$ cat config.mk
export PLATFORM = sky130hd
export DESIGN_NAME = decimal_string_to_number_parser
export DESIGN_NICKNAME = d
export VERILOG_FILES = /design/src/hw/rtl/dstnp_pkg.sv /design/src/hw/rtl/dstnp_scan.sv /design/src/hw/rtl/dstnp_format.sv /design/src/hw/rtl/decimal_string_to_number_parser.sv
export SDC_FILE = /design/constraint.sdc
export NUM_CORES = 1
export LEC_CHECK = 0
export BUFFER_PORTS_ARGS = -buffer_cell sky130_fd_sc_hd__buf_2
export CAP_MARGIN = 30
export CORE_MARGIN = 2
export CORE_UTILIZATION = 45
export DETAILED_ROUTE_END_ITERATION = 6
export GPL_TIMING_DRIVEN = 0
export PLACE_DENSITY = 0.67
export SYNTH_ARGS = -nofsm -noshare
export SYNTH_HDL_FRONTEND = slang
export SYNTH_SLANG_ARGS = --single-unit
$ cat constraint.sdc
create_clock -name i_clk -period 5.09 [get_ports i_clk]
set_clock_uncertainty 0.05 [all_clocks]
set_input_delay 0 -clock i_clk [delete_from_list [all_inputs] [get_ports i_clk]]
set_output_delay 0 -clock i_clk [all_outputs]
set_load 0.1 [all_outputs]
$ cat src/hw/rtl/dstnp_pkg.sv
// shared types and constants of the decimal string parser
// character codes, field widths, parse phase type and the scan-to-format record
// no dependencies
package dstnp_pkg;

    // defaults for the top-level parameters
    localparam int SIG_DIGITS_DEF = 18;
    localparam int EXP_LIMIT_DEF  = 9999;

    // field and state widths
    localparam int CHAR_W   = 8;
    localparam int MAG_W    = 60;
    localparam int CNT_W    = 5;
    localparam int EXPV_W   = 14;
    localparam int SCALE_W  = 15;
    localparam int SIG_W    = 61;
    localparam int DEXP_W   = 16;
    localparam int SUM_W    = 17;
    localparam int M_DATA_W = 80;
    localparam int PAD_W    = M_DATA_W - SIG_W - DEXP_W;

    // character codes
    localparam logic [CHAR_W-1:0] CH_ZERO  = 8'h30;
    localparam logic [CHAR_W-1:0] CH_NINE  = 8'h39;
    localparam logic [CHAR_W-1:0] CH_DOT   = 8'h2E;
    localparam logic [CHAR_W-1:0] CH_LOW_E = 8'h65;
    localparam logic [CHAR_W-1:0] CH_UP_E  = 8'h45;
    localparam logic [CHAR_W-1:0] CH_PLUS  = 8'h2B;
    localparam logic [CHAR_W-1:0] CH_MINUS = 8'h2D;
    localparam logic [CHAR_W-1:0] CH_SPACE = 8'h20;
    localparam logic [CHAR_W-1:0] CH_TAB   = 8'h09;
    localparam logic [CHAR_W-1:0] CH_CR    = 8'h0D;

    // parse phase
    typedef enum logic [3:0] {
        PH_WS,
        PH_SIGN,
        PH_INT,
        PH_DOT,
        PH_FRAC,
        PH_E,
        PH_ESIGN,
        PH_EDIG,
        PH_DONE
    } t_phase;

    // end-of-string record handed from scan to format
    typedef struct packed {
        logic                      err;
        logic                      neg;
        logic [MAG_W-1:0]          mag;
        logic                      exp_neg;
        logic [EXPV_W-1:0]         exp_val;
        logic signed [SCALE_W-1:0] scale;
    } t_raw;

endpackage

$ cat src/hw/rtl/dstnp_scan.sv
// character scanner: parse phase machine, digit accumulation, exponent digits
// closes a string into a t_raw record held in its own register
// depends on dstnp_pkg
module dstnp_scan #(
    parameter int SIG_DIGITS = dstnp_pkg::SIG_DIGITS_DEF,
    parameter int EXP_LIMIT  = dstnp_pkg::EXP_LIMIT_DEF
) (
    input  logic                          i_clk,
    input  logic                          i_rst_n,
    input  logic                          i_char_valid,
    input  logic [dstnp_pkg::CHAR_W-1:0]  i_char,
    input  logic                          i_last,
    output logic                          o_char_take,
    input  logic                          i_raw_ready,
    output logic                          o_raw_valid,
    output dstnp_pkg::t_raw               o_raw
);
    import dstnp_pkg::*;

    localparam logic signed [SCALE_W:0] SCALE_HI = (SCALE_W+1)'(EXP_LIMIT);
    localparam logic signed [SCALE_W:0] SCALE_LO = -(SCALE_W+1)'(EXP_LIMIT);
    localparam logic [EXPV_W+3:0]       EXPV_HI  = (EXPV_W+4)'(EXP_LIMIT);
    localparam logic [CNT_W-1:0]        CNT_MAX  = CNT_W'(SIG_DIGITS);

    // state registers
    t_phase                     r_phase, n_phase;
    logic [MAG_W-1:0]           r_mag, n_mag;
    logic [CNT_W-1:0]           r_cnt, n_cnt;
    logic                       r_neg, n_neg;
    logic                       r_saw_int, n_saw_int;
    logic [EXPV_W-1:0]          r_exp_val, n_exp_val;
    logic                       r_exp_neg, n_exp_neg;
    logic signed [SCALE_W-1:0]  r_scale, n_scale;

    logic                       r_raw_valid;
    t_raw                       r_raw, n_raw;

    // character classes
    logic                       is_digit, is_space, is_sign, is_e, is_dot, is_minus;
    logic [3:0]                 digit;
    logic                       do_int, do_frac, do_exp, lead_zero, take_last;
    logic [MAG_W-1:0]           mag_x10;
    logic [EXPV_W+3:0]          exp_x10;
    logic signed [SCALE_W:0]    scale_up, scale_dn;

    assign is_digit = (i_char >= CH_ZERO) && (i_char <= CH_NINE);
    assign is_space = (i_char == CH_SPACE) || ((i_char >= CH_TAB) && (i_char <= CH_CR));
    assign is_minus = (i_char == CH_MINUS);
    assign is_sign  = (i_char == CH_PLUS) || is_minus;
    assign is_e     = (i_char == CH_LOW_E) || (i_char == CH_UP_E);
    assign is_dot   = (i_char == CH_DOT);
    assign digit    = is_digit ? 4'(i_char - CH_ZERO) : 4'd0;

    // a closing beat waits for room in the record register
    assign o_char_take = i_char_valid && (!i_last || !r_raw_valid || i_raw_ready);
    assign take_last   = o_char_take && i_last;

    // next phase
    always_comb begin
        n_phase = PH_DONE;
        unique case (r_phase)
            PH_WS, PH_SIGN: begin
                if (r_phase == PH_WS && is_space) n_phase = PH_WS;
                else if (r_phase == PH_WS && is_sign) n_phase = PH_SIGN;
                else if (is_digit) n_phase = PH_INT;
                else if (is_dot) n_phase = PH_DOT;
                else if (is_e) n_phase = PH_E;
            end
            PH_INT: begin
                if (is_digit) n_phase = PH_INT;
                else if (is_dot) n_phase = PH_DOT;
                else if (is_e) n_phase = PH_E;
            end
            PH_DOT, PH_FRAC: begin
                if (is_digit) n_phase = PH_FRAC;
                else if (is_e) n_phase = PH_E;
            end
            PH_E, PH_ESIGN, PH_EDIG: begin
                if (r_phase == PH_E && is_sign) n_phase = PH_ESIGN;
                else if (is_digit) n_phase = PH_EDIG;
            end
            PH_DONE: n_phase = PH_DONE;
            default: n_phase = PH_DONE;
        endcase
    end

    // which unit a digit goes to
    assign do_int  = is_digit && (r_phase == PH_WS || r_phase == PH_SIGN || r_phase == PH_INT);
    assign do_frac = is_digit && (r_phase == PH_DOT || r_phase == PH_FRAC);
    assign do_exp  = is_digit && (r_phase == PH_E || r_phase == PH_ESIGN || r_phase == PH_EDIG);

    // times ten and add, scale step candidates
    assign mag_x10   = (r_mag << 3) + (r_mag << 1) + MAG_W'(digit);
    assign exp_x10   = ((EXPV_W+4)'(r_exp_val) << 3) + ((EXPV_W+4)'(r_exp_val) << 1)
                     + (EXPV_W+4)'(digit);
    assign scale_up  = (SCALE_W+1)'(r_scale) + (SCALE_W+1)'(1);
    assign scale_dn  = (SCALE_W+1)'(r_scale) - (SCALE_W+1)'(1);
    assign lead_zero = (r_mag == '0) && (digit == 4'd0);

    // state updates for one character
    always_comb begin
        n_mag     = r_mag;
        n_cnt     = r_cnt;
        n_neg     = r_neg;
        n_saw_int = r_saw_int;
        n_exp_val = r_exp_val;
        n_exp_neg = r_exp_neg;
        n_scale   = r_scale;

        if (r_phase == PH_WS && is_sign) begin
            n_neg = is_minus;
        end
        if (r_phase == PH_E && is_sign) begin
            n_exp_neg = is_minus;
        end
        if (do_int) begin
            n_saw_int = 1'b1;
        end

        // significand digits
        if (do_int || do_frac) begin
            if (lead_zero) begin
                if (do_frac) n_scale = (scale_dn < SCALE_LO) ? SCALE_W'(SCALE_LO)
                                                             : SCALE_W'(scale_dn);
            end else if (r_cnt < CNT_MAX) begin
                n_mag = mag_x10;
                n_cnt = r_cnt + CNT_W'(1);
                if (do_frac) n_scale = (scale_dn < SCALE_LO) ? SCALE_W'(SCALE_LO)
                                                             : SCALE_W'(scale_dn);
            end else if (do_int) begin
                n_scale = (scale_up > SCALE_HI) ? SCALE_W'(SCALE_HI) : SCALE_W'(scale_up);
            end
        end

        // exponent digits, saturating
        if (do_exp) begin
            n_exp_val = (exp_x10 > EXPV_HI) ? EXPV_W'(EXPV_HI) : EXPV_W'(exp_x10);
        end
    end

    // record for the closing beat
    always_comb begin
        n_raw.err     = (n_phase == PH_WS) || (n_phase == PH_SIGN) || (n_phase == PH_E)
                     || (n_phase == PH_ESIGN) || ((n_phase == PH_DOT) && !n_saw_int);
        n_raw.neg     = n_neg;
        n_raw.mag     = n_mag;
        n_raw.exp_neg = n_exp_neg;
        n_raw.exp_val = n_exp_val;
        n_raw.scale   = n_scale;
    end

    // parse state, back to start after the closing beat
    always_ff @(posedge i_clk) begin
        if (!i_rst_n || take_last) begin
            r_phase   <= PH_WS;
            r_mag     <= '0;
            r_cnt     <= '0;
            r_neg     <= 1'b0;
            r_saw_int <= 1'b0;
            r_exp_val <= '0;
            r_exp_neg <= 1'b0;
            r_scale   <= '0;
        end else if (o_char_take) begin
            r_phase   <= n_phase;
            r_mag     <= n_mag;
            r_cnt     <= n_cnt;
            r_neg     <= n_neg;
            r_saw_int <= n_saw_int;
            r_exp_val <= n_exp_val;
            r_exp_neg <= n_exp_neg;
            r_scale   <= n_scale;
        end
    end

    // record register valid
    always_ff @(posedge i_clk) begin
        if (!i_rst_n) begin
            r_raw_valid <= 1'b0;
        end else if (take_last) begin
            r_raw_valid <= 1'b1;
        end else if (i_raw_ready) begin
            r_raw_valid <= 1'b0;
        end
    end

    // record register payload
    always_ff @(posedge i_clk) begin
        if (take_last) begin
            r_raw <= n_raw;
        end
    end

    assign o_raw_valid = r_raw_valid;
    assign o_raw       = r_raw;

endmodule

$ cat src/hw/rtl/dstnp_format.sv
// result formatter: signs the significand, combines exponent and scale with saturation
// holds the output register of the master side
// depends on dstnp_pkg
module dstnp_format #(
    parameter int EXP_LIMIT = dstnp_pkg::EXP_LIMIT_DEF
) (
    input  logic                                 i_clk,
    input  logic                                 i_rst_n,
    input  logic                                 i_raw_valid,
    input  dstnp_pkg::t_raw                      i_raw,
    output logic                                 o_raw_ready,
    output logic                                 o_valid,
    input  logic                                 i_ready,
    output logic                                 o_status,
    output logic signed [dstnp_pkg::SIG_W-1:0]   o_sig,
    output logic signed [dstnp_pkg::DEXP_W-1:0]  o_dexp
);
    import dstnp_pkg::*;

    localparam logic signed [SUM_W-1:0] SUM_HI = SUM_W'(2 * EXP_LIMIT + 1);
    localparam logic signed [SUM_W-1:0] SUM_LO = -SUM_W'(2 * EXP_LIMIT + 1);

    logic                      r_valid;
    logic                      r_status, n_status;
    logic signed [SIG_W-1:0]   r_sig, n_sig;
    logic signed [DEXP_W-1:0]  r_dexp, n_dexp;
    logic signed [SUM_W-1:0]   exp_signed, exp_sum;
    logic                      load;

    assign o_raw_ready = !r_valid || i_ready;
    assign load        = i_raw_valid && o_raw_ready;

    // exponent plus scale
    assign exp_signed = i_raw.exp_neg ? -SUM_W'(i_raw.exp_val) : SUM_W'(i_raw.exp_val);
    assign exp_sum    = exp_signed + SUM_W'(i_raw.scale);

    // result fields, zero on an error ending
    always_comb begin
        n_status = i_raw.err;
        n_sig    = '0;
        n_dexp   = '0;
        if (!i_raw.err) begin
            n_sig = i_raw.neg ? -SIG_W'(i_raw.mag) : SIG_W'(i_raw.mag);
            priority if (exp_sum > SUM_HI) n_dexp = DEXP_W'(SUM_HI);
            else if (exp_sum < SUM_LO)     n_dexp = DEXP_W'(SUM_LO);
            else                           n_dexp = DEXP_W'(exp_sum);
        end
    end

    // output valid
    always_ff @(posedge i_clk) begin
        if (!i_rst_n) begin
            r_valid <= 1'b0;
        end else if (load) begin
            r_valid <= 1'b1;
        end else if (i_ready) begin
            r_valid <= 1'b0;
        end
    end

    // output payload
    always_ff @(posedge i_clk) begin
        if (load) begin
            r_status <= n_status;
            r_sig    <= n_sig;
            r_dexp   <= n_dexp;
        end
    end

    assign o_valid  = r_valid;
    assign o_status = r_status;
    assign o_sig    = r_sig;
    assign o_dexp   = r_dexp;

endmodule

$ cat src/hw/rtl/decimal_string_to_number_parser.sv
// channel   dir  beat contents
// s_axis    in   tdata[7:0] char_code, tlast last_char
// m_axis    out  tdata[60:0] significand, [76:61] decimal_exponent, tuser parse_status
//
// one character per cycle while m_axis is not stalled; the result of a string passes the
// input register, the scan record register and the output register after the beat with tlast
// the scan state update (times ten and add on the digit magnitude) sets the rate
// synchronous active-low reset returns the parser to leading-whitespace phase
// each stage holds while the next is full and stalled; s_axis_tready falls only while
// a closing beat waits in the input register with record and output full behind a stalled m_axis
//
// top level of the decimal string parser: input register and stage hookup
// depends on dstnp_pkg, dstnp_scan, dstnp_format
module decimal_string_to_number_parser #(
    parameter int SIG_DIGITS = dstnp_pkg::SIG_DIGITS_DEF,
    parameter int EXP_LIMIT  = dstnp_pkg::EXP_LIMIT_DEF
) (
    input  logic                               i_clk,
    input  logic                               i_rst_n,
    input  logic                               s_axis_tvalid,
    output logic                               s_axis_tready,
    input  logic [dstnp_pkg::CHAR_W-1:0]       s_axis_tdata,   // [7:0] char_code
    input  logic                               s_axis_tlast,   // last_char
    output logic                               m_axis_tvalid,
    input  logic                               m_axis_tready,
    output logic [dstnp_pkg::M_DATA_W-1:0]     m_axis_tdata,   // [60:0] significand,
                                                               // [76:61] decimal_exponent
    output logic                               m_axis_tuser    // parse_status
);
    import dstnp_pkg::*;

    logic                       r_in_valid;
    logic [CHAR_W-1:0]          r_in_char;
    logic                       r_in_last;
    logic                       char_take;
    logic                       raw_valid, raw_ready;
    t_raw                       raw;
    logic signed [SIG_W-1:0]    res_sig;
    logic signed [DEXP_W-1:0]   res_dexp;

    assign s_axis_tready = !r_in_valid || char_take;

    // input register valid
    always_ff @(posedge i_clk) begin
        if (!i_rst_n) begin
            r_in_valid <= 1'b0;
        end else if (s_axis_tready) begin
            r_in_valid <= s_axis_tvalid;
        end
    end

    // input register payload
    always_ff @(posedge i_clk) begin
        if (s_axis_tvalid && s_axis_tready) begin
            r_in_char <= s_axis_tdata;
            r_in_last <= s_axis_tlast;
        end
    end

    // character scanner
    dstnp_scan #(
        .SIG_DIGITS (SIG_DIGITS),
        .EXP_LIMIT  (EXP_LIMIT)
    ) u_scan (
        .i_clk        (i_clk),
        .i_rst_n      (i_rst_n),
        .i_char_valid (r_in_valid),
        .i_char       (r_in_char),
        .i_last       (r_in_last),
        .o_char_take  (char_take),
        .i_raw_ready  (raw_ready),
        .o_raw_valid  (raw_valid),
        .o_raw        (raw)
    );

    // result formatter
    dstnp_format #(
        .EXP_LIMIT (EXP_LIMIT)
    ) u_format (
        .i_clk       (i_clk),
        .i_rst_n     (i_rst_n),
        .i_raw_valid (raw_valid),
        .i_raw       (raw),
        .o_raw_ready (raw_ready),
        .o_valid     (m_axis_tvalid),
        .i_ready     (m_axis_tready),
        .o_status    (m_axis_tuser),
        .o_sig       (res_sig),
        .o_dexp      (res_dexp)
    );

    // master beat packing
    assign m_axis_tdata = {PAD_W'(0), res_dexp, res_sig};

endmodule

==> impl_metrics.csv, run 1 <==
group,metric,value,unit
floorplanning,start_util,45.8,%
grt,antenna_found_initial,0,
pwr,power_leakage,0.00942,µW
worst_setup_path,end_kind,"flop",
floorplanning,die_area,0.0469,mm²
cts,cts.sinks,283,
place,dp_worst_setup_slack,-1.17,ns
layout,final_layout_size_suffix_gt1_share,10.6,%
yosys,seq_area_frac_synth,36.6,%
grt,globalRouteMet2Util,41.9,%
sta,finalSetupTns,0,ns
worst_setup_path,path_max_fanout,5,
yosys,ys.flop_type,"edfxtp_1",
place,place_congestion,0.994,
place,place_area,0.0217,mm²
grt,met3_usage,4.28,%
place,portBuffers,92,
detailed_routing,drtAntennaViolNets,0,
worst_setup_path,start_kind,"flop",
run,maxCapViolations,0,
sta,rsz0062_at_grt,"yes",
worst_setup_path,cp_cell_sequence,"or4bb_4, nor2_4, clkbuf_8, and2_2, ha_1, ha_1, fa_1, a21o_1, a221oi_4, o22ai_2, and4_1, o2111ai_4, a21oi_1, o31a_1, xnor2_1, o21ai_0",
pwr,power,5410,µW
detailed_routing,drt_iter0_markers,2437,
yosys,synth_top_area_share,26.4,%
sta,fmax,199,MHz
cts,root_buffer,"clkbuf_16",
yosys,synth_edf_count,179,
yosys,async_reset_ff_share,0,%
grt,grt_pass1_wl,102,mm
yosys,synth_cells,2310,
worst_hold_path,hold_path_class,"in -> reg",
worst_setup_path,crit_top_cell,"ha_1",
detailed_routing,drt-pass1-iter-count,6,
yosys,yosysTopAreaCell,"edfxtp_1",
sta,relSlewSlack,27.2,%
cts,clock_latency,0.61,ns
layout,nets,2647,
detailed_routing,totalWireLength,66.4,mm
layout,design_area,0.0233,mm²
run_status,outcome,"complete, no violations",
pwr,ir_drop,0.239,mV
worst_setup_path,criticalPathCategory,"reg -> reg",
yosys,synth.most_common_cell,"nand2_1",
yosys,syn_area_per_cell,8.81,µm²
worst_setup_path,worstRegToRegCells,16,
detailed_routing,drc,0,
yosys,syn-cell-area,0.0204,mm²
cts,clkSlewWorstSetupHoldPaths,0.06,ns
yosys,ys_ff_latch,283,
yosys,ys_warn_count,0,
grt,met1_usage,40.9,%
grt,grt_pass1_vias,17600,
place,hpwl,50.7,mm
yosys,synth.distinct_cells,96,
grt,grt_use_total,27.6,%
sta,period_share,98.7,%
grt,grt_max_degree,83,
cts,cts_buffers,31,
yosys,yosys-top-cells-count,"nand2_1 (240), nor2_1 (202), edfxtp_1 (179), ha_1 (165), o21ai_0 (151)",
sta,fin_crit,5.02,ns
sta,slew_violations,0,
worst_setup_path,critical_path_required,5.37,ns
worst_setup_path,slowest_stage,"or4bb_4",
detailed_routing,vias,19200,
worst_setup_path,arrival,5.31,ns
layout,diodes,0,
grt,grt.busiest_layer,"met2",
place,dp.cells,3002,
floorplanning,dieWidth,217,µm
grt,grt-ovfl-total,0,
floorplanning,fp.coreArea,0.0444,mm²
detailed_routing,avgRoutedWirePerCell,21.5,µm
cts,cts_tree,"yes",
sta,worstMarginPinSlew,1.09,ns
yosys,synthTopCellsByArea,"edfxtp_1 (26%), dfxtp_1 (10%), ha_1 (10%), nand2_1 (4.4%), nor2_1 (3.7%)",
floorplanning,pin_count,96,
pwr,powerDensity,232,mW/mm²
cts,htree_levels,1,
layout,area_growth,14.3,%
floorplanning,die_h,217,µm
floorplanning,rows,77,
cts,clockBufferDepth,3,
layout,final_cells,3081,
worst_hold_path,hold_depth,2,
sta,fin_ws,0.0676,ns
worst_setup_path,max_stage_delay,0.60,ns
detailed_routing,via_per_inst,6.22,
sta,hold_violations,0,
sta,setup_violations,0,
==> cell families (layout without fill, tap and decap cells) <==
family          after synthesis  count (layout)  share of synthesized area, %
compound gates              663             663                          22.0
other cells                   1               3                        0.0184
fa+ha+maj                   168             168                          10.4
simple gates                862             862                          20.8
buf+inv                     184             361                          3.65
xor+xnor                    137             137                          5.90
flops                       283             283                          36.6
mux                          12              12                         0.596
==> flip-flops by register name, summed over array words and instances, names as in the netlist <==
| signal | cells |
|---|---|
| u_format.o_status | 1 |
| u_scan.o_raw | 92 |
| u_scan.r_mag | 60 |
| r_in_char | 8 |
| u_scan.r_neg | 1 |
| u_format.o_sig | 61 |
| r_in_valid | 1 |
| u_scan.o_raw_valid | 1 |
| u_scan.r_exp_val | 14 |
| u_scan.r_saw_int | 1 |
| u_scan.r_scale | 15 |
| u_format.o_valid | 1 |
| r_in_last | 1 |
| u_scan.r_exp_neg | 1 |
| u_format.o_dexp | 16 |
| u_scan.r_phase | 4 |
| u_scan.r_cnt | 5 |
==> worst max-delay path: cells and delay by family, from the launching register on <==
kind                     cells  cell delay, ns
AO/OA/AOI/OAI                7            1.63
adder cells (fa/ha/maj)      3            0.92
buffers and inverters        1            0.17
AND/OR/NAND/NOR              4            1.29
XOR/XNOR                     1            0.32
flip-flops                   1            0.38
==> repair_timing <==
action                                 CTS  global route
hold buffers                            14             0
resized for setup                       34            31
setup endpoints to repair              113            46
endpoints found under the hold margin   21             0
buffers inserted                         7             4
pin swaps                                5            10
==> where the power goes <==
part           internal [µW]  total [µW]  switching [µW]
registers               2480        2520            35.9
clock network           1380        2360             979
logic                    154         532             378
==> placed cells by master, fill, tap and decap left out, drive strengths merged, types with 52 or more instances in the layout <==
| cell type | synthesis | layout |
|---|---|---|
| xor2 | 85 | 85 |
| dfxtp | 104 | 104 |
| inv | 53 | 55 |
| nor2 | 203 | 203 |
| ha | 165 | 165 |
| xnor2 | 52 | 52 |
| a21oi | 143 | 143 |
| nand2 | 240 | 240 |
| nand3 | 79 | 79 |
| o21ai | 154 | 154 |
| o31ai | 56 | 56 |
| nor3 | 77 | 77 |
| edfxtp | 179 | 179 |
| buf | 28 | 137 |
| clkbuf | 103 | 137 |
==> layer usage <==
metal	share of wire [%]	vias to the layer above	wire length [µm]
met3	10	120	6810
li1	-	9030	-
met2	42	904	28100
met1	45	9123	29700
met5	0	-	0
met4	2.6	0	1690
==> worst paths after layout <==
check,slack (ns),endpoint,startpoint
setup reg to reg,0.07,u_scan.o_raw[86],r_in_char[7]
hold reg to reg,0.41,u_scan.r_exp_neg,u_scan.r_exp_neg
setup / recovery,0.07,u_scan.o_raw[86],r_in_char[7]
hold / removal,0.05,r_in_char[7],s_axis_tdata[7]
==> metrics by stage <==
| step | utilization (%) | hold slack [ns] |
|---|---|---|
| 6_report | 52.4 | 0.0511 |
| 3_5_place_dp | 48.8 | 0.130 |
| 5_1_grt | 52.4 | 0.0493 |
| 4_1_cts | 52.0 | 0.0342 |
| 3_3_place_gp | 48.6 | 0.129 |
| 2_1_floorplan | - | 0.0489 |
==> cell type report <==
cell class | count | area [µm²]
plain buffers | 129 | 568
multi-input cells | 1845 | 12500
flip-flops and latches | 283 | 7460
fillers | 4056 | 21200
well taps | 592 | 741
repair buffers | 123 | 786
clock buffers | 36 | 795
clock inverters | 20 | 255
inverters | 53 | 201
(Power assumes the default switching activity.)
==> run 2: changes to the inputs <==
- ABC_AREA: unset -> 1
- CORE_UTILIZATION: 45 -> 29
- PLACE_DENSITY: 0.67 -> 0.48
==> run 2 against run 1 <==
Clock power rose by 12%. Synthesized cell count rose by 31%. Sequential share of layout area fell by 1.8 points. The flow now finishes with violations (design-rule violations). Sequential cell count did not move. Final cell count rose by 35%. Critical path type unchanged. Largest cell class unchanged.
==> impl_metrics.csv, run 2 <==
group,metric,value,unit
run_status,outcome,"finished with violations",
run_status,violations,"design-rule violations",
sta,fmax,208,MHz
floorplanning,rows,99,
yosys,synth_top_area_share,25.0,%
grt,antenna_found_initial,2,
worst_setup_path,max_stage_delay,0.48,ns
place,hpwl,60.4,mm
detailed_routing,drt_iter0_markers,1776,
grt,grt_max_degree,64,
detailed_routing,avgRoutedWirePerCell,17.8,µm
floorplanning,fp.coreArea,0.0732,mm²
run,maxCapViolations,0,
sta,period_share,94.5,%
worst_setup_path,crit_top_cell,"nand3_1",
layout,nets,3351,
cts,clkSlewWorstSetupHoldPaths,0.05,ns
pwr,pwr-share-clk,45.0,%
sta,setup_violations,0,
detailed_routing,via_per_inst,4.90,
cts,cts_buffers,36,
floorplanning,start_util,29.4,%
layout,fillCellCount,7907,
cts,clock_latency,0.56,ns
cts,root_buffer,"clkbuf_16",
cts,cts_tree,"yes",
pwr,p_seq_share,43.3,%
sta,rsz0062_at_grt,"no",
layout,ff_latch_area,0.00746,mm²
layout,final_common_cell,"nand2_1",
worst_setup_path,reg2reg_slack,0.28,ns
sta,fin_crit,4.81,ns
sta,fin_ws,0.281,ns
sta,hold_violations,0,
detailed_routing,drt-pass1-iter-count,7,
layout,final_layout_size_suffix_gt1_share,8.29,%
yosys,ys_ff_latch,283,
cts,htree_levels,2,
yosys,synth_cells,3022,
place,place_congestion,0.921,
yosys,async_reset_ff_share,0,%
yosys,yosysTopAreaCell,"edfxtp_1",
layout,final_util,33.7,%
cts,clockBufferDepth,3,
layout,area_growth,14.5,%
sta,worstMarginPinSlew,0.880,ns
yosys,synth.distinct_cells,58,
yosys,synth.most_common_cell,"nand2_1",
layout,diodes,0,
floorplanning,dieWidth,277,µm
detailed_routing,wl_met3,4.05,mm
worst_setup_path,end_kind,"flop",
worst_setup_path,slowest_stage,"nor2_1",
pwr,switching_share,27.8,%
pwr,p_int,4240,µW
yosys,ys_warn_count,0,
detailed_routing,wl_met1,37.0,mm
worst_setup_path,path_max_fanout,8,
detailed_routing,drtAntennaViolNets,0,
worst_setup_path,arrival,5.06,ns
sta,slew_violations,0,
pwr,powerDensity,238,mW/mm²
pwr,power_frac_comb,11.7,%
yosys,syn-cell-area,0.0215,mm²
worst_setup_path,cp_cell_sequence,"nor2_1, nand2_1, nor2_2, o21ai_4, nor2_1, ha_1, ha_1, fa_1, nand3_1, nand2_1, a21oi_1, o21ai_1, nand3_1, nand3_1, a21oi_1, xor2_1, o21ai_0, inv_1",
yosys,yosys-top-cells-count,"nand2_1 (652), inv_1 (435), nor2_1 (327), a21oi_1 (247), o21ai_0 (216)",
worst_hold_path,hold_path_class,"in -> reg",
worst_setup_path,start_kind,"flop",
detailed_routing,top_layer,"met5",
grt,grt_pass1_wl,114,mm
layout,multi_input_area,0.0120,mm²
pwr,power_switching,1630,µW
detailed_routing,totalWireLength,74.2,mm
yosys,ys.flop_type,"edfxtp_1",
cts,cts.sinks,283,
grt,grt-ovfl-total,0,
layout,final_cell_mix,"nand2_1 (652), inv_1 (434), nor2_1 (326)",
pwr,power_leakage,0.0115,µW
worst_setup_path,critical_path_required,5.34,ns
detailed_routing,drc,2,
yosys,synthTopCellsByArea,"edfxtp_1 (25%), nand2_1 (11%), dfxtp_1 (9.7%), ha_1 (9.6%), inv_1 (7.6%)",
yosys,seq_area_frac_synth,34.6,%
pwr,ir_drop,0.216,mV
floorplanning,die_h,277,µm
place,portBuffers,92,
yosys,synth_edf_count,179,
detailed_routing,vias,20400,
grt,grt_pass1_vias,18900,
place,dp_worst_setup_slack,-0.101,ns
yosys,syn_area_per_cell,7.13,µm²
grt,grt_use_total,19.0,%
detailed_routing,wl_met2,31.3,mm
floorplanning,pin_count,96,
layout,largest_reg_flops,92,
sta,relSlewSlack,41.3,%
worst_setup_path,criticalPathCategory,"reg -> reg",
floorplanning,die_area,0.0765,mm²
==> run 2: cell count changes after synthesis, moves of 68 or more <==
| cell | delta |
|---|---|
| a21oi_1 | +104 |
| clkbuf_1 | -68 |
| inv_1 | +382 |
| nand2_1 | +412 |
| nand3_1 | +105 |
| nor2_1 | +125 |
==> run 2: kinds of logic after synthesis <==
logic type                 count (synthesis)  synth area share (%)
and+or+nand+nor                         1367                  27.3
AOI/OAI and AO/OA                        591                  15.1
buffers and inverters                    531                  9.77
DFF                                      283                  34.6
adders and majority gates                168                  9.87
xor gates and xnor gates                  81                  3.29
other                                      1                0.0174
==> run 2: worst paths after layout <==
kind	startpoint	end	depth (start not counted)
worst max register to register	r_in_char[7]	u_scan.o_raw[88]	18
worst max-delay path	r_in_char[7]	u_scan.o_raw[88]	18
worst min register to register	u_scan.r_cnt[4]	u_scan.r_cnt[4]	2
worst min-delay path	s_axis_tdata[0]	r_in_char[0]	2
==> run 2: power by group through the flow <==
stage                     sequential [µW]  clock, µW  combinational (µW)
after floorplan                      2660          0                 420
after global placement               2600          0                 679
after detailed placement             2590          0                 680
after CTS                            2540       2710                 690
after global routing                 2550       2790                 771
final                                2540       2640                 690
==> run 2: what timing repair did <==
item                                    4_1_cts  5_1_grt
endpoints found under the hold margin        12        0
pin swaps                                     0        0
setup buffers                                 0        0
hold buffers                                 13        0
endpoints found under the setup margin        1        2
resized for setup                             1        2
==> run 2: metrics by stage <==
stage	total power (µW)	TNS, ns	cells	cell area (µm²)	hold slack (ns)
6_report	5880	0	4157	24600	0.163
5_1_grt	6110	0	4157	24600	0.153
4_1_cts	5940	0	4157	24600	0.142
3_5_place_dp	3270	-0.101	4078	23300	0.131
3_3_place_gp	3280	-91.53	4075	23200	0.134
2_1_floorplan	3080	0	3024	21500	0.0489
==> run 2: layer usage <==
layer,global-route usage (%),vias up
met5,0,-
li1,-,10400
met1,28.1,9329
met4,5.02,2
met2,29.0,559
met3,2.35,95
==> run 2: critical path, delay by kind of cell, from the launching register on <==
family	cells	cell delay [ns]
buffers and inverters	1	0.09
xor gates and xnor gates	1	0.15
adders and majority gates	3	0.99
DFF	1	0.41
AOI/OAI and AO/OA	5	1.36
and+or+nand+nor	8	1.51
==> run 2: final cells by class <==
cell class / instances / area share [%]
multi-input combinational: 2210 / 48.7
sequential: 283 / 30.3
inverter: 451 / 6.91
tap: 959 / 4.87
clock buffer: 42 / 4.00
timing repair buffer: 108 / 2.67
buffer: 80 / 1.63
clock inverter: 24 / 1.01
==> run 3: changes to the inputs <==
- RECOVER_POWER: unset -> 50
==> run 3 against run 2 <==
The flow finishes with violations (max-capacitance violations, max-slew violations). Fmax increased by 0.45%. Clock power about the same. Final area decreased by 0.82%. Die area unchanged. Hold slack improved by 0.027 ns. Final cell count unchanged. Non-clock buffer count unchanged. Via count increased by 0.14%. Critical path type unchanged.
==> impl_metrics.csv, run 3 (synthesis results as in run 2) <==
group,metric,value,unit
sta,setup_violations,0,
cts,htree_levels,2,
run_status,outcome,"finished with violations",
sta,fin_crit,4.79,ns
place,hpwl,60.4,mm
worst_setup_path,worstSetupPathDepth,18,
place,portBuffers,92,
place,place_congestion,0.921,
worst_hold_path,hold_path_class,"in -> reg",
grt,grt_use_total,19.0,%
floorplanning,rows,99,
layout,design_area,0.0244,mm²
worst_hold_path,worstHoldStart,"s_axis_tlast",
detailed_routing,drt_iter0_markers,1807,
worst_setup_path,worstRegToRegCells,18,
layout,final_cell_mix,"nand2_1 (653), inv_1 (435), nor2_1 (331)",
pwr,powerDensity,240,mW/mm²
worst_setup_path,crit_family,"simple AND/OR/NAND/NOR gates",
sta,relSlewSlack,-18.5,%
grt,grt_max_degree,64,
worst_setup_path,criticalPathCategory,"reg -> reg",
layout,multi_input_area,0.0120,mm²
floorplanning,dieWidth,277,µm
pwr,power_leakage,0.0113,µW
worst_setup_path,slowest_stage,"nor2_1",
grt,antenna_found_initial,2,
layout,ff_latch_area,0.00746,mm²
detailed_routing,drc,0,
cts,clock_latency,0.56,ns
worst_setup_path,arrival,5.04,ns
cts,root_buffer,"clkbuf_16",
worst_setup_path,max_stage_delay,0.48,ns
layout,fillCellCount,7971,
layout,final_layout_size_suffix_gt1_share,5.19,%
layout,final_common_cell,"nand2_1",
floorplanning,die_h,277,µm
detailed_routing,drtAntennaViolNets,0,
sta,fmax,209,MHz
worst_setup_path,crit_top_cell,"nand3_1",
floorplanning,fp.coreArea,0.0732,mm²
detailed_routing,drt-pass1-iter-count,5,
worst_setup_path,cp_cell_sequence,"nor2_1, nand2_1, nor2_2, o21ai_4, nor2_1, ha_1, ha_1, fa_1, nand3_1, nand2_1, a21oi_1, o21ai_1, nand3_1, nand3_1, a21oi_1, xor2_1, o21ai_0, inv_1",
grt,grt-ovfl-total,0,
cts,cts_tree,"yes",
run_status,violations,"max-capacitance violations, max-slew violations",
worst_setup_path,end_kind,"flop",
detailed_routing,vias,20400,
sta,rsz0062_at_grt,"no",
detailed_routing,via_per_inst,4.90,
worst_setup_path,r2r_start,"r_in_char[7]",
layout,nets,3351,
worst_hold_path,hold_depth,2,
sta,worstMarginPinSlew,1.78,ns
cts,clkSlewWorstSetupHoldPaths,0.06,ns
worst_setup_path,regToRegEndpoint,"u_scan.o_raw[88]",
grt,grt_pass1_vias,18900,
sta,period_share,94.1,%
cts,cts.sinks,283,
worst_setup_path,path_max_fanout,8,
sta,hold_violations,0,
floorplanning,start_util,29.4,%
worst_setup_path,start_kind,"flop",
cts,postCtsSetupBuffers,0,
place,place_area,0.0233,mm²
grt,grt_pass1_wl,114,mm
floorplanning,pin_count,96,
layout,area_growth,13.5,%
floorplanning,die_area,0.0765,mm²
worst_setup_path,worst-path-buf-inv,1,
worst_setup_path,critical_path_required,5.34,ns
worst_hold_path,holdPathEnd,"r_in_last",
cts,clockBufferDepth,3,
sta,hold_slack,0.190,ns
run,maxCapViolations,2,
layout,final_util,33.4,%
layout,largest_reg_flops,92,
worst_setup_path,reg2reg_slack,0.30,ns
layout,diodes,0,
detailed_routing,avgRoutedWirePerCell,17.8,µm
cts,cts_buffers,36,
pwr,ir_drop,0.216,mV
sta,slew_violations,48,
detailed_routing,totalWireLength,74.2,mm
[run 3: how the worst max path moves through the flow]
stage                     slack, ns        startpoint                  to
final                          0.30      r_in_char[7]    u_scan.o_raw[88]
after global routing           0.05      r_in_char[7]    u_scan.o_raw[87]
after CTS                      0.16      r_in_char[7]    u_scan.o_raw[88]
after detailed placement      -0.10      r_in_char[7]    u_scan.o_raw[82]
after global placement        -1.18  u_format.o_valid   u_format.o_sig[7]
after floorplan                0.42  u_format.o_valid  u_format.o_dexp[0]
[run 3: worst register-to-register path, cell delays in order, from the launching register on]
cell	delay [ns]
edfxtp_1	0.41
nor2_1	0.15
nand2_1	0.07
nor2_2	0.14
o21ai_4	0.13
nor2_1	0.48
ha_1	0.36
ha_1	0.23
fa_1	0.41
nand3_1	0.09
nand2_1	0.17
a21oi_1	0.33
o21ai_1	0.21
nand3_1	0.19
nand3_1	0.20
a21oi_1	0.35
xor2_1	0.16
o21ai_0	0.34
inv_1	0.09
[run 3: routing by layer]
layer  global-route usage [%]  up-vias  wire length [µm]
met1                     28.1     9376             36700
met2                     29.0      551             31300
met3                     2.35       87              4440
met4                     5.02        2              1730
met5                        0        -                13
li1                         -    10400                 -
[run 3: timing repair]
item / in CTS / in global routing
endpoints found under the hold margin: 12 / 0
gates resized for setup: 1 / 2
hold buffers: 13 / 0
setup endpoints to repair: 1 / 2
[run 3: through the flow]
step | std cells | worst slack, ns | setup TNS, ns | total power (µW)
global placement | 4075 | -1.18 | -91.53 | 3280
CTS | 4157 | 0.157 | 0 | 5940
global route | 4157 | 0.0520 | 0 | 6100
finish | 4157 | 0.302 | 0 | 5870
floorplan | 3024 | 0.422 | 0 | 3080
detailed placement | 4078 | -0.101 | -0.101 | 3270
[run 3: final cells by class]
class	count	share of cell area, %
buffer	80	1.64
clock inverter	24	1.02
tap	959	4.91
sequential	283	30.5
multi-input combinational	2210	48.9
inverter	451	6.96
clock buffer	42	4.03
timing repair buffer	108	2.02
[run 3: power breakdown]
| group | internal, µW | leakage, µW | total (µW) | switching, µW |
|---|---|---|---|---|
| logic | 184 | 0.00812 | 680 | 497 |
| registers | 2500 | 0.00253 | 2550 | 48.9 |
| clock network | 1560 | 0.000602 | 2650 | 1090 |
| total | 4240 | 0.0113 | 5870 | 1640 |
